$ cat src/rtl/hcbd_pkg.sv
// Shared types, constants and character helpers for the HTTP chunked body decoder.
// No dependencies; imported by the interfaces' users and the top level.
package hcbd_pkg;

	typedef enum logic [2:0] {
		PH_SIZE,
		PH_DATA,
		PH_SKIP1,
		PH_SKIP2,
		PH_DONE
	} phase_t;

	typedef enum logic [1:0] {
		DG_NONE,
		DG_READING,
		DG_ENDED
	} digit_t;

	typedef enum logic [1:0] {
		PX_NOTHING,
		PX_LONE_ZERO,
		PX_CLOSED
	} prefix_t;

	localparam logic [1:0] ST_COMPLETE  = 2'd0;
	localparam logic [1:0] ST_BOUNDARY  = 2'd1;
	localparam logic [1:0] ST_TRUNCATED = 2'd2;

	localparam logic [7:0] CH_CR    = 8'h0D;
	localparam logic [7:0] CH_LF    = 8'h0A;
	localparam logic [7:0] CH_TAB   = 8'h09;
	localparam logic [7:0] CH_SPACE = 8'h20;
	localparam logic [7:0] CH_ZERO  = 8'h30;
	localparam logic [7:0] CH_X_LO  = 8'h78;
	localparam logic [7:0] CH_X_UP  = 8'h58;

	typedef struct packed {
		logic       ok;
		logic [3:0] val;
	} hex_t;

	typedef struct packed {
		logic [7:0] out_byte;
		logic       out_valid;
		logic       out_last;
		logic [1:0] out_status;
	} res_t;

	function automatic hex_t hex_value(input logic [7:0] c);
		hex_t h;
		h = '0;
		if (c >= 8'h30 && c <= 8'h39) begin
			h.ok  = 1'b1;
			h.val = c[3:0];
		end else if ((c >= 8'h61 && c <= 8'h66) || (c >= 8'h41 && c <= 8'h46)) begin
			h.ok  = 1'b1;
			h.val = 4'(c[2:0] + 3'd1) + 4'd8;
		end
		return h;
	endfunction

	function automatic logic is_blank(input logic [7:0] c);
		return (c == CH_SPACE) || (c >= CH_TAB && c <= CH_CR);
	endfunction

endpackage

$ cat src/rtl/hcbd_ifs.sv
// Valid/ready channel interfaces for body words in and decoded words out.
// No dependencies.
interface hcbd_in_if;
	logic       valid;
	logic       ready;
	logic [7:0] in_byte;
	logic       in_last;

	modport source(output valid, in_byte, in_last, input ready);
	modport sink(input valid, in_byte, in_last, output ready);
endinterface

interface hcbd_out_if;
	logic       valid;
	logic       ready;
	logic [7:0] out_byte;
	logic       out_valid;
	logic       out_last;
	logic [1:0] out_status;

	modport source(output valid, out_byte, out_valid, out_last, out_status, input ready);
	modport sink(input valid, out_byte, out_valid, out_last, out_status, output ready);
endinterface

$ cat src/rtl/http_chunked_body_decoder.sv
// HTTP/1.1 chunked body decoder: passes chunk payload words, drops framing.
// A result is registered into the output buffer when its input word is accepted.
// Throughput: one input word per cycle; a two-entry output buffer keeps input
// open while one result waits. Stalls only when both buffer entries are full.
// Reset (arst_n low) returns the parser to the start of a size line, empty buffer.
// Depends on hcbd_pkg and hcbd_ifs.
module http_chunked_body_decoder
	import hcbd_pkg::*;
#(
	parameter int SIZE_BITS = 32
) (
	input  logic            clk,
	input  logic            arst_n,
	hcbd_in_if.sink         din,
	hcbd_out_if.source      dout
);

	typedef struct packed {
		digit_t                 dg;
		prefix_t                px;
		logic [SIZE_BITS-1:0]   acc;
	} line_t;

	function automatic logic [SIZE_BITS-1:0] add_digit(input logic [SIZE_BITS-1:0] a,
		input logic [3:0] d);
		if (|a[SIZE_BITS-1 -: 4])
			return '1;
		return {a[SIZE_BITS-5:0], d};
	endfunction

	function automatic line_t feed(input logic [7:0] c, input line_t s);
		line_t r;
		hex_t  h;
		r = s;
		h = hex_value(c);
		unique case (s.dg)
			DG_NONE: begin
				if (!is_blank(c)) begin
					if (!h.ok) begin
						r.dg = DG_ENDED;
					end else begin
						r.acc = add_digit(s.acc, h.val);
						r.dg  = DG_READING;
						r.px  = (c == CH_ZERO) ? PX_LONE_ZERO : PX_CLOSED;
					end
				end
			end
			DG_READING: begin
				r.px = PX_CLOSED;
				if (!(s.px == PX_LONE_ZERO && (c == CH_X_LO || c == CH_X_UP))) begin
					if (!h.ok)
						r.dg = DG_ENDED;
					else
						r.acc = add_digit(s.acc, h.val);
				end
			end
			default: begin
			end
		endcase
		return r;
	endfunction

	phase_t               phase_q, phase_d;
	line_t                line_q, line_d, line_f1;
	logic [SIZE_BITS-1:0] left_q, left_d;
	logic                 cr_q, cr_d;

	logic [1:0] count_q;
	res_t       ent0_q, ent1_q;
	res_t       res;
	logic       accept, push, pop;

	assign din.ready = (count_q != 2'd2);
	assign accept    = din.valid && din.ready;
	assign pop       = dout.valid && dout.ready;

	always_comb begin
		phase_d = phase_q;
		line_d  = line_q;
		left_d  = left_q;
		cr_d    = cr_q;
		line_f1 = feed(CH_CR, line_q);
		res     = '0;
		unique case (phase_q)
			PH_SIZE: begin
				if (cr_q && din.in_byte == CH_LF) begin
					if (line_q.acc == '0) begin
						phase_d = PH_DONE;
					end else begin
						phase_d = PH_DATA;
						left_d  = line_q.acc;
					end
					line_d = '{dg: DG_NONE, px: PX_NOTHING, acc: '0};
					cr_d   = 1'b0;
				end else begin
					line_d = cr_q ? line_f1 : line_q;
					if (din.in_byte == CH_CR) begin
						cr_d = 1'b1;
					end else begin
						cr_d   = 1'b0;
						line_d = feed(din.in_byte, cr_q ? line_f1 : line_q);
					end
				end
			end
			PH_DATA: begin
				res.out_valid = 1'b1;
				res.out_byte  = din.in_byte;
				left_d        = left_q - SIZE_BITS'(1);
				if (left_q == SIZE_BITS'(1))
					phase_d = PH_SKIP1;
			end
			PH_SKIP1: phase_d = PH_SKIP2;
			PH_SKIP2: phase_d = PH_SIZE;
			default:  phase_d = PH_DONE;
		endcase
		if (din.in_last) begin
			res.out_last = 1'b1;
			priority if (phase_d == PH_DONE)
				res.out_status = ST_COMPLETE;
			else if (phase_d == PH_DATA)
				res.out_status = ST_TRUNCATED;
			else
				res.out_status = ST_BOUNDARY;
			phase_d = PH_SIZE;
			line_d  = '{dg: DG_NONE, px: PX_NOTHING, acc: '0};
			left_d  = '0;
			cr_d    = 1'b0;
		end
	end

	assign push = accept && (res.out_valid || res.out_last);

	always_ff @(posedge clk or negedge arst_n) begin
		if (!arst_n) begin
			phase_q <= PH_SIZE;
			line_q  <= '{dg: DG_NONE, px: PX_NOTHING, acc: '0};
			left_q  <= '0;
			cr_q    <= 1'b0;
		end else if (accept) begin
			phase_q <= phase_d;
			line_q  <= line_d;
			left_q  <= left_d;
			cr_q    <= cr_d;
		end
	end

	always_ff @(posedge clk or negedge arst_n) begin
		if (!arst_n) begin
			count_q <= 2'd0;
		end else begin
			count_q <= count_q + 2'(push) - 2'(pop);
		end
	end

	always_ff @(posedge clk) begin
		if (pop) begin
			if (push && count_q == 2'd1)
				ent0_q <= res;
			else
				ent0_q <= ent1_q;
			if (push && count_q == 2'd2)
				ent1_q <= res;
		end else if (push) begin
			if (count_q == 2'd0)
				ent0_q <= res;
			else
				ent1_q <= res;
		end
	end

	assign dout.valid      = (count_q != 2'd0);
	assign dout.out_byte   = ent0_q.out_byte;
	assign dout.out_valid  = ent0_q.out_valid;
	assign dout.out_last   = ent0_q.out_last;
	assign dout.out_status = ent0_q.out_status;

	a_last_resets: assert property (@(posedge clk) disable iff (!arst_n)
		accept && din.in_last |=> phase_q == PH_SIZE && line_q.acc == '0 && !cr_q)
		else $error("parser state not cleared after final word");

	a_data_nonzero: assert property (@(posedge clk) disable iff (!arst_n)
		phase_q == PH_DATA |-> left_q != '0)
		else $error("data phase with no bytes left");

	a_status_on_last: assert property (@(posedge clk) disable iff (!arst_n)
		dout.valid && !dout.out_last |-> dout.out_status == ST_COMPLETE)
		else $error("status set on a non-final result");

	a_byte_zero: assert property (@(posedge clk) disable iff (!arst_n)
		dout.valid && !dout.out_valid |-> dout.out_byte == 8'd0)
		else $error("byte set on a result without payload");

	a_no_overflow: assert property (@(posedge clk) disable iff (!arst_n)
		count_q == 2'd2 |-> !push)
		else $error("output buffer overflow");

endmodule

$ cat src/flat_wrapper.sv
// flat-port wrapper written by rule: the top's interface ports become plain ports
module http_chunked_body_decoder_flat import hcbd_pkg::*;
#(
	parameter int SIZE_BITS = 32
)
  (clk, arst_n, din_valid, din_in_byte, din_in_last, din_ready, dout_valid, dout_out_byte, dout_out_valid, dout_out_last, dout_out_status, dout_ready);
  hcbd_in_if din_i ();
  hcbd_out_if dout_i ();
  input  logic clk;
  input  logic arst_n;
  input wire logic [$bits(din_i.valid)-1:0] din_valid;
  input wire logic [$bits(din_i.in_byte)-1:0] din_in_byte;
  input wire logic [$bits(din_i.in_last)-1:0] din_in_last;
  output wire logic [$bits(din_i.ready)-1:0] din_ready;
  output wire logic [$bits(dout_i.valid)-1:0] dout_valid;
  output wire logic [$bits(dout_i.out_byte)-1:0] dout_out_byte;
  output wire logic [$bits(dout_i.out_valid)-1:0] dout_out_valid;
  output wire logic [$bits(dout_i.out_last)-1:0] dout_out_last;
  output wire logic [$bits(dout_i.out_status)-1:0] dout_out_status;
  input wire logic [$bits(dout_i.ready)-1:0] dout_ready;
  assign din_i.valid = din_valid;
  assign din_i.in_byte = din_in_byte;
  assign din_i.in_last = din_in_last;
  assign din_ready = din_i.ready;
  assign dout_valid = dout_i.valid;
  assign dout_out_byte = dout_i.out_byte;
  assign dout_out_valid = dout_i.out_valid;
  assign dout_out_last = dout_i.out_last;
  assign dout_out_status = dout_i.out_status;
  assign dout_i.ready = dout_ready;
  http_chunked_body_decoder #(.SIZE_BITS(SIZE_BITS)) u_core (.clk(clk), .arst_n(arst_n), .din(din_i), .dout(dout_i));
endmodule
$ cat config.mk
export PLATFORM = sky130hd
export DESIGN_NAME = http_chunked_body_decoder_flat
export DESIGN_NICKNAME = d
export VERILOG_FILES = /design/src/rtl/hcbd_pkg.sv /design/src/rtl/hcbd_ifs.sv /design/src/rtl/http_chunked_body_decoder.sv /design/src/flat_wrapper.sv
export SDC_FILE = /design/constraint.sdc
export NUM_CORES = 1
export LEC_CHECK = 0
export ABC_AREA = 1
export BUFFER_PORTS_ARGS = -buffer_cell sky130_fd_sc_hd__buf_2
export CAP_MARGIN = 20
export CORE_ASPECT_RATIO = 2
export CORE_MARGIN = 2
export CORE_UTILIZATION = 40
export CTS_CLUSTER_SIZE = 24
export DETAILED_ROUTE_END_ITERATION = 10
export GPL_ROUTABILITY_DRIVEN = 0
export GPL_TIMING_DRIVEN = 0
export PLACE_DENSITY = 0.57
export SLEW_MARGIN = 5
export SYNTH_ARGS = -nofsm -noshare
export SYNTH_HDL_FRONTEND = slang
export SYNTH_SLANG_ARGS = --single-unit
export TNS_END_PERCENT = 10
$ cat constraint.sdc
create_clock -name clk -period 4.36 [get_ports clk]
set_input_delay 0.872 -clock clk [delete_from_list [all_inputs] [get_ports clk]]
set_output_delay 0.872 -clock clk [all_outputs]
set_load 0.01 [all_outputs]
; After elaboration in Yosys (flattened, before gate mapping)
; Index checks and enable logic that the tools add are counted.
[word_totals]
ff_bits = 98
inputBits = 13
output_inout_bits = 14
elab_cells = 139
[op_classes]
add_sub_neg = 5
magnitude_cmp = 8
n_eq_ne = 22
n_mux = 60
reduce_logical = 29
[ops]
columns = operator, count
row1 = $mux 32, 8
row2 = $mux 36, 7
row3 = $mux 12, 8
row4 = $pmux 36 s2, 1
row5 = $pmux 32 s2, 1
row6 = $mux 34, 1
row7 = $eq 32x1->1 const B, 1
row8 = $logic_not 32->1, 1
row9 = $sub 32x1->32 const B, 1
row10 = $mux 5, 5
row11 = $eq 8x4->1 const B, 2
row12 = $eq 8x6->1 const B, 2
row13 = $eq 8x7->1 const B, 2
row14 = $ge 8x7->1 const B, 2
row15 = $le 8x7->1 const B, 2
row16 = $mux 1, 16
row17 = $mux 3, 5
row18 = $mux 2, 6
row19 = $pmux 3 s4, 1
row20 = $logic_and 1x1->1, 11
row21 = $mux 9, 1
row22 = $eq 2x1->1 const B, 4
row23 = $ge 8x4->1 const B, 1
row24 = $ge 8x6->1 const B, 1
row25 = 23 further kinds, 34

; Logic depth before layout (Yosys ltp)
; Gate-level depths: netlist (run 1).
[depth]
depth_word = 22
mapped_depth = 15
mapped_depth_nobuf = 14

; Worst setup path before layout (run 1)
; Ideal clock, no wire load.
[synth_path]
path_type = input to register
startpoint = input port din_in_byte[1]
endpoint = register u_core.line_q[22] (netlist name)
setup_time_ps = 65
arrival_time_ps = 2237
required_time_ps = 4295
path_slack_ps = 2058
path_stages = 15
path_buffers = 1
cell_sequence = inv_1 -> ha_1 -> inv_1 -> nand3_1 -> nand4_1 -> nand2_1 -> inv_1 -> nand2_1 -> nand2_1 -> inv_2 -> nand2_1 -> inv_2 -> buf_2 -> o211ai_1 -> nand2_1
[synth_via]
elab_chain_len = 15
word_cells_on_any_way = 36
classes_between = 8 x order compare / 5 x eq/ne / 14 x mux / 9 x reduce/logical
[synth_lines]
columns = item, line
row1 = "start, declared", flat_wrapper.sv:12  ; input wire logic [$bits(din_i.in_byte)-1:0] din_in_byte;
row2 = $ge 8x7->1 / $le 8x7->1 (equally long branches), hcbd_pkg.sv:55  ; end else if ((c >= 8'h61 && c <= 8'h66) || (c >= 8'h41 && c <= 8'h46)) begin
row3 = $logic_and 1x1->1, hcbd_pkg.sv:55
row4 = $logic_or 1x1->1, hcbd_pkg.sv:55
row5 = $mux 5, hcbd_pkg.sv:55
row6 = $mux 5, hcbd_pkg.sv:52  ; if (c >= 8'h30 && c <= 8'h39) begin
row7 = $mux 5, http_chunked_body_decoder.sv:97  ; if (din.in_byte == CH_CR) begin
row8 = $mux 5, http_chunked_body_decoder.sv:86  ; if (cr_q && din.in_byte == CH_LF) begin
row9 = $mux 5, http_chunked_body_decoder.sv:84  ; unique case (phase_q)
row10 = $mux 32 / $mux 34 (equally long branches), "http_chunked_body_decoder.sv:51, http_chunked_body_decoder.sv:39"
row11 = $mux 32 / $mux 36 (equally long branches), "http_chunked_body_decoder.sv:50, http_chunked_body_decoder.sv:38"
row12 = $pmux 36 s2, http_chunked_body_decoder.sv:36  ; unique case (s.dg)
row13 = $mux 36, http_chunked_body_decoder.sv:97
row14 = $mux 36 *, http_chunked_body_decoder.sv:86
row15 = $mux 36 *, http_chunked_body_decoder.sv:84
row16 = $mux 36 *, http_chunked_body_decoder.sv:116  ; if (din.in_last) begin
row17 = "end signal, assigned", http_chunked_body_decoder.sv:136  ; line_q <= '{dg: DG_NONE, px: PX_NOTHING, acc: '0};
row18 = "end signal, assigned", http_chunked_body_decoder.sv:141  ; line_q <= line_d;
row19 = "end, declared", http_chunked_body_decoder.sv:64  ; line_t line_q, line_d, line_f1;
; Every way passes the cells marked *; elsewhere a longest branch is shown, timed or not. The select of a mux whose other input is x is not followed.
; A chain may end at the register's enable or synchronous reset.

; Worst setup path in the final report (run 1)
[layout_path]
startpoint = input port din_in_byte[1]
endpoint = register u_core.line_q[26] (netlist name)
; Same word-level chain as after synthesis.

==> results of run 1 <==
cell usage after synthesis, types with 2 or more instances:
library cell  number  area share, %
a21oi_1           11           0.97
a21oi_4            2           0.57
or2_2              5           0.55
inv_1             53            3.5
clkbuf_1          13           0.86
inv_2             14           0.92
edfxtp_1          24             13
o21ai_1           14            1.2
xor2_1            10            1.5
xnor2_1            5           0.77
o21ai_0           38            3.3
buf_4              5           0.66
ha_1               9            2.0
or2_0              2           0.22
nand3_1           40            3.5
o21ai_2            2           0.31
buf_2              7           0.61
nor2_1           104            6.9
o211ai_1          41            5.4
dfrtp_1           74             33
nand2_1          246             16
nor3_1             8           0.70
o22ai_1            9           0.99
o21a_1             2           0.26
nand4_1           10            1.1
a31oi_1            2           0.22
path summary, 6_finish.rpt:
| path | to | slack [ns] | start |
|---|---|---|---|
| setup / recovery | u_core.line_q[26]$_DFFE_PN0P_ | 1.83 | din_in_byte[1] |
| hold / removal | u_core.left_q[29]$_DFFE_PN0P_ | 0.48 | arst_n |
| setup reg to reg | u_core.dout.out_status[0]$_DFFE_PP_ | 2.13 | u_core.phase_q[2]$_DFFE_PN0P_ |
| hold reg to reg | u_core.line_q[28]$_DFFE_PN0P_ | 0.50 | u_core.line_q[28]$_DFFE_PN0P_ |
| max in group asynchronous | u_core.left_q[0]$_DFFE_PN0P_ | 3.29 | arst_n |
| min in group clk | u_core.line_q[28]$_DFFE_PN0P_ | 0.50 | u_core.line_q[28]$_DFFE_PN0P_ |
logic make-up (layout without fill, tap and decap cells):
| group | after synthesis | count (layout) | share of synthesized area [%] |
|---|---|---|---|
| and+or+nand+nor | 420 | 420 | 30.1 |
| adders and majority gates | 9 | 9 | 1.98 |
| xor gates and xnor gates | 15 | 15 | 2.31 |
| DFF | 98 | 98 | 45.2 |
| buffers and inverters | 93 | 137 | 6.74 |
| AOI/OAI and AO/OA | 124 | 124 | 13.7 |
flip-flops by register name, indices dropped and copies added, names as in the netlist:
name and cells:
u_core.line_q 36, u_core.left_q 32, u_core.ent1_q 12, u_core.dout.out_byte 8, u_core.phase_q 3, u_core.count_q 2, u_core.dout.out_status 2, u_core.cr_q 1
u_core.dout.out_last 1, u_core.dout.out_valid 1
layout make-up:
cell class / instances / area [µm²]
clock buffers: 11 / 233
multi-input cells: 568 / 2740
clock inverters: 5 / 86.3
inverters: 67 / 251
plain buffers: 26 / 133
repair buffers: 28 / 160
well taps: 189 / 236
fillers: 1464 / 7480
flip-flops and latches: 98 / 2570
through the flow:
step | area (µm²) | setup WS [ns]
6_report | 6410 | 1.83
5_1_grt | 6410 | 1.59
4_1_cts | 6400 | 1.87
3_5_place_dp | 6090 | 1.51
3_3_place_gp | 6060 | 1.52
2_1_floorplan | 5700 | 2.06
layer usage:
layer | vias to the layer above | part of all wire [%] | GRT usage, %
li1 | 2573 | - | -
met1 | 2458 | 39 | 25.9
met2 | 144 | 53 | 36.8
met3 | 34 | 3.8 | 3.25
met4 | 0 | 4.2 | 11.0
met5 | - | 0 | 0
power by group through the flow:
stage	combinational, mW	clock [mW]	sequential (mW)
3_5_place_dp	2.97	0	1.29
3_3_place_gp	2.95	0	1.29
5_1_grt	3.35	0.934	1.30
6_report	3.02	0.878	1.28
2_1_floorplan	2.17	0	1.28
4_1_cts	2.99	0.893	1.28
==> reports/results.tsv, run 1 <==
stage	metric	value	unit
synthesis	synth_edf_count	24	
die	core_area	13900	µm²
routing	ant_nets	0	
cells_and_area	finalNetCount	820	
setup_path	critPathBufInv	7	
setup_path	crit_family	buffers and inverters	
pwr	comb_power_share	58.3	%
synthesis	synthArstFlopShare	75.5	%
outcome	outcome	finished, final reports clean	
sta	period_needed	2.53	ns
clock_network	ctsResizeCount	0	
global_routing	antenna_found_initial	0	
setup_path	setup.worst_path.start_class	primary input	
routing	wl_per_cell	15.7	µm
synthesis	syn_avg_cell_area	7.51	µm²
sta	holdWs	0.480	ns
pwr	cellPowerDensity	807	nW/µm²
sta	finalMaxSlewViolations	0	
routing	viasPerCell	5.25	
global_routing	grt_pass1_vias	5022	
synthesis	yosysWarnings	0	
clock_network	htreeDepth	3	
global_routing	grt-ovfl-total	0	
sta	hold_viol_final	0	
cells_and_area	antenna_cells	0	
pwr	p_clk_share	17.0	%
global_routing	grt_use_total	21.7	%
clock_network	cts_buffers	9	
routing	drtIter0Drc	432	
setup_path	cp_max_fo	10	
die	die_y	173	µm
setup_path	reg2reg_depth	7	
synthesis	synth_area	5700	µm²
setup_path	critical_path_class	in -> reg	
setup_path	cp_data_arrival_time	2.81	ns
sta	max_freq	396	MHz
pwr	finalPower	5.17	mW
die	io_pins	27	
pwr	p_sw_share	49.3	%
sta	totalNegativeSetupSlack	0	ns
clock_network	tritoncts	done	
setup_path	cp_cell_sequence	buf_2 -> inv_1 -> ha_1 -> inv_1 -> nand3_1 -> nand4_1 -> nand2_1 -> inv_1 -> nand2_1 -> nand2_1 -> inv_2 -> nand2_1 -> inv_2 -> buf_2 -> o211ai_1 -> nand2_1	
sta	fin_crit_sh	58.0	%
place	place_inst	975	
cells_and_area	layout_common_cells	nand2_1, nor2_1, dfrtp_1, inv_1, o211ai_1	
synthesis	synthCells	759	
cells_and_area	utilization	46.2	%
clock_network	cts.root.buffer_cell	clkbuf_16	
sta	finalClockSkew	0.0116	ns
cells_and_area	layout_commonest_cell	nand2_1	
setup_path	cpPeakStageDelay	0.28	ns
synthesis	synth-seq-cells	98	
clock_network	path_clk_slew	0.07	ns
cells_and_area	drive_above_1_share	10.3	%
setup_path	endpoint_kind	register	
cells_and_area	area_delta_synth_final	12.6	%
worst_hold_path	hold_path_class	in -> async	
clock_network	cts_max_path_buffers	2	
clock_network	clock_latency	0.36	ns
routing	firstDrtPassIters	5	
sta	tightest_slew	0.682	ns
routing	wl	15600	µm
setup_path	cp_num_cells	16	
global_routing	grt_max_degree	39	
job	maxCapViolations	0	
cells_and_area	instances_no_fill	992	
setup_path	slowest_stage	ha_1	
synthesis	ys.flop_type	dfrtp_1	
die	initial_core_util	41.0	%
die	dieArea	15300	µm²
pwr	leakage	3.33	nW
synthesis	seq_area_frac_synth	45.2	%
clock_network	post_cts_buffers	0	
setup_path	required	4.65	ns
routing	via_count	5209	
sta	rsz0062_at_grt	false	
die	num_rows	61	
pwr	intPower	2.62	mW
sta	setup_viol	0	
routing	route.detailed.drc	0	
place	port_buffers	26	
die	die_w	88.4	µm
place	dp_hpwl	12000	µm
clock_network	clock-sinks	98	
clock_network	cts_hold_buffers	0	
pwr	p_sw	2.55	mW
global_routing	grt_pass1_wl	25600	µm
pwr	share_seq_of_total_power	24.7	%
synthesis	synthDistinctLibCells	35	
synthesis	syn-num-nets	781	
setup_path	crit_top_cell	nand2_1	
sta	relSlewSlack	54.6	%
pwr	vdd_drop_max	0.387	mV
Note: power is estimated with default switching activity, not from simulation.
==> inputs of run 2 (changes only) <==
Settings changed: PLACE_DENSITY 0.57 to 0.59.
Clock period 4.36 ns to 2.3 ns, I/O delays scaled along.
==> run 2 against run 1 <==
Clock skew increased by 0.00094 ns; largest cell class unchanged; cell area down 0.27%; combinational power rose by 89%.
==> reports/results.tsv, run 2 (synthesis gave the netlist of run 1 again) <==
stage	metric	value	unit
cells_and_area	largestRegisters	u_core.line_q x36, u_core.left_q x32, u_core.ent1_q x12	
clock_network	post_cts_buffers	0	
setup_path	required	2.53	ns
global_routing	use_met3	3.39	%
cells_and_area	drive_above_1_share	11.0	%
place	dp_hpwl	12000	µm
pwr	p_sw_share	50.6	%
sta	layout_setup_ws	0.198	ns
pwr	leakage	3.31	nW
cells_and_area	instances_no_fill	991	
routing	route.detailed.drc	0	
sta	fin_crit_sh	91.4	%
clock_network	path_clk_slew	0.08	ns
cells_and_area	top_register	u_core.line_q	
sta	rsz0062_at_grt	false	
clock_network	htreeDepth	3	
sta	max_freq	476	MHz
pwr	finalPower	9.63	mW
global_routing	grt_pass1_vias	5198	
routing	wl	15800	µm
pwr	comb_power_share	59.3	%
cells_and_area	design_area	6390	µm²
setup_path	cp_data_arrival_time	2.34	ns
die	initial_core_util	41.0	%
clock_network	clock_latency	0.35	ns
job	maxCapViolations	0	
global_routing	grt-ovfl-total	0	
setup_path	setup.worst_path.start_class	register	
clock_network	cts.root.buffer_cell	clkbuf_16	
cells_and_area	area_delta_synth_final	12.3	%
sta	holdWs	0.471	ns
global_routing	grtUsageMet2	38.1	%
sta	hold_viol_final	0	
pwr	p_clk_share	15.5	%
global_routing	grt_pass1_wl	25800	µm
sta	relSlewSlack	56.3	%
die	die_y	173	µm
die	io_pins	27	
outcome	outcome	finished, final reports clean	
cells_and_area	layout_commonest_cell	nand2_1	
sta	period_needed	2.10	ns
place	placed_cell_area	6090	µm²
global_routing	met1_usage	24.8	%
die	num_rows	61	
global_routing	grt_max_degree	57	
sta	finalClockSkew	0.0125	ns
place	dp_slack	-0.132	ns
clock_network	cts_buffers	9	
die	dieArea	15300	µm²
setup_path	endpoint_kind	register	
cells_and_area	fillers	1491	
global_routing	grt_use_total	21.9	%
clock_network	cts_max_path_buffers	2	
routing	firstDrtPassIters	7	
pwr	vdd_drop_max	0.575	mV
global_routing	antenna_found_initial	0	
worst_hold_path	hold_path_class	in -> reg	
setup_path	critical_path_class	reg -> reg	
clock_network	tritoncts	done	
die	core_area	13900	µm²
routing	ant_nets	0	
die	die_w	88.4	µm
place	port_buffers	26	
pwr	intPower	4.75	mW
routing	drtIter0Drc	355	
cells_and_area	seq_area	2570	µm²
pwr	cellPowerDensity	1510	nW/µm²
global_routing	top_usage_layer	met2	
pwr	share_seq_of_total_power	25.2	%
cells_and_area	layout_common_cells	nand2_1, nor2_1, dfrtp_1, inv_1, o211ai_1	
pwr	p_sw	4.87	mW
clock_network	clock-sinks	98	
cells_and_area	finalNetCount	819	
sta	tightest_slew	0.654	ns
routing	viasPerCell	5.24	
place	place_inst	975	
sta	finalMaxSlewViolations	0	
sta	totalNegativeSetupSlack	0	ns
cells_and_area	multi_input_area	2750	µm²
routing	wl_per_cell	15.9	µm
cells_and_area	antenna_cells	0	
sta	setup_viol	0	
cells_and_area	largest_register_ffs	36	
routing	via_count	5190	
setup_path	cp_max_fo	10	
cells_and_area	utilization	46.0	%
==> run 2: area by class of cell <==
type,instances,area share (%)
buffer,25,2.11
multi-input combinational,568,42.9
tap,189,3.70
clock inverter,7,0.920
timing repair buffer,28,2.66
sequential,98,40.2
clock buffer,9,3.52
inverter,67,3.93
==> run 2: worst paths after layout <==
path / startpoint / end / slack [ns] / depth (start not counted)
min in group asynchronous: arst_n / u_core.left_q[28]$_DFFE_PN0P_ / 0.53 / 2
worst max-delay path: u_core.line_q[29]$_DFFE_PN0P_ / u_core.left_q[2]$_DFFE_PN0P_ / 0.20 / 11
worst min register to register: u_core.left_q[31]$_DFFE_PN0P_ / u_core.left_q[31]$_DFFE_PN0P_ / 0.51 / 2
max in group asynchronous: arst_n / u_core.line_q[3]$_DFFE_PN0P_ / 1.19 / 3
worst min-delay path: din_in_last / u_core.ent1_q[2]$_DFFE_PP_ / 0.47 / 1
worst max register to register: u_core.line_q[29]$_DFFE_PN0P_ / u_core.left_q[2]$_DFFE_PN0P_ / 0.20 / 11
==> run 2: worst max-delay path, cell delays in order, from the launching register on <==
cell	delay, ns
dfrtp_1	0.41
nor2_1	0.14
nand2_1	0.12
nor2_1	0.12
nand2_1	0.16
o21ai_1	0.20
nand2_1	0.12
nand2_4	0.17
inv_2	0.05
nand2_1	0.14
clkbuf_4	0.25
o22ai_1	0.09
==> run 2: layer usage <==
| layer | vias to the layer above | wire, µm |
|---|---|---|
| met5 | - | 0 |
| met4 | 0 | 745 |
| met3 | 37 | 551 |
| met2 | 130 | 8210 |
| met1 | 2455 | 6280 |
| li1 | 2568 | - |
==> run 2: what timing repair did <==
action,CTS,global route
cloned,0,0
hold buffers,1,0
hold endpoints to repair,18,0
setup endpoints to repair,12,32
gates resized for setup,1,6
==> run 2: power by group through the flow <==
stage               Sequential, mW  Clock, mW  Combinational (mW)
floorplan                     2.42          0                4.11
global placement              2.44          0                5.58
detailed placement            2.45          0                5.63
CTS                           2.42       1.52                5.66
global route                  2.47       1.58                6.41
finish                        2.43       1.49                5.70
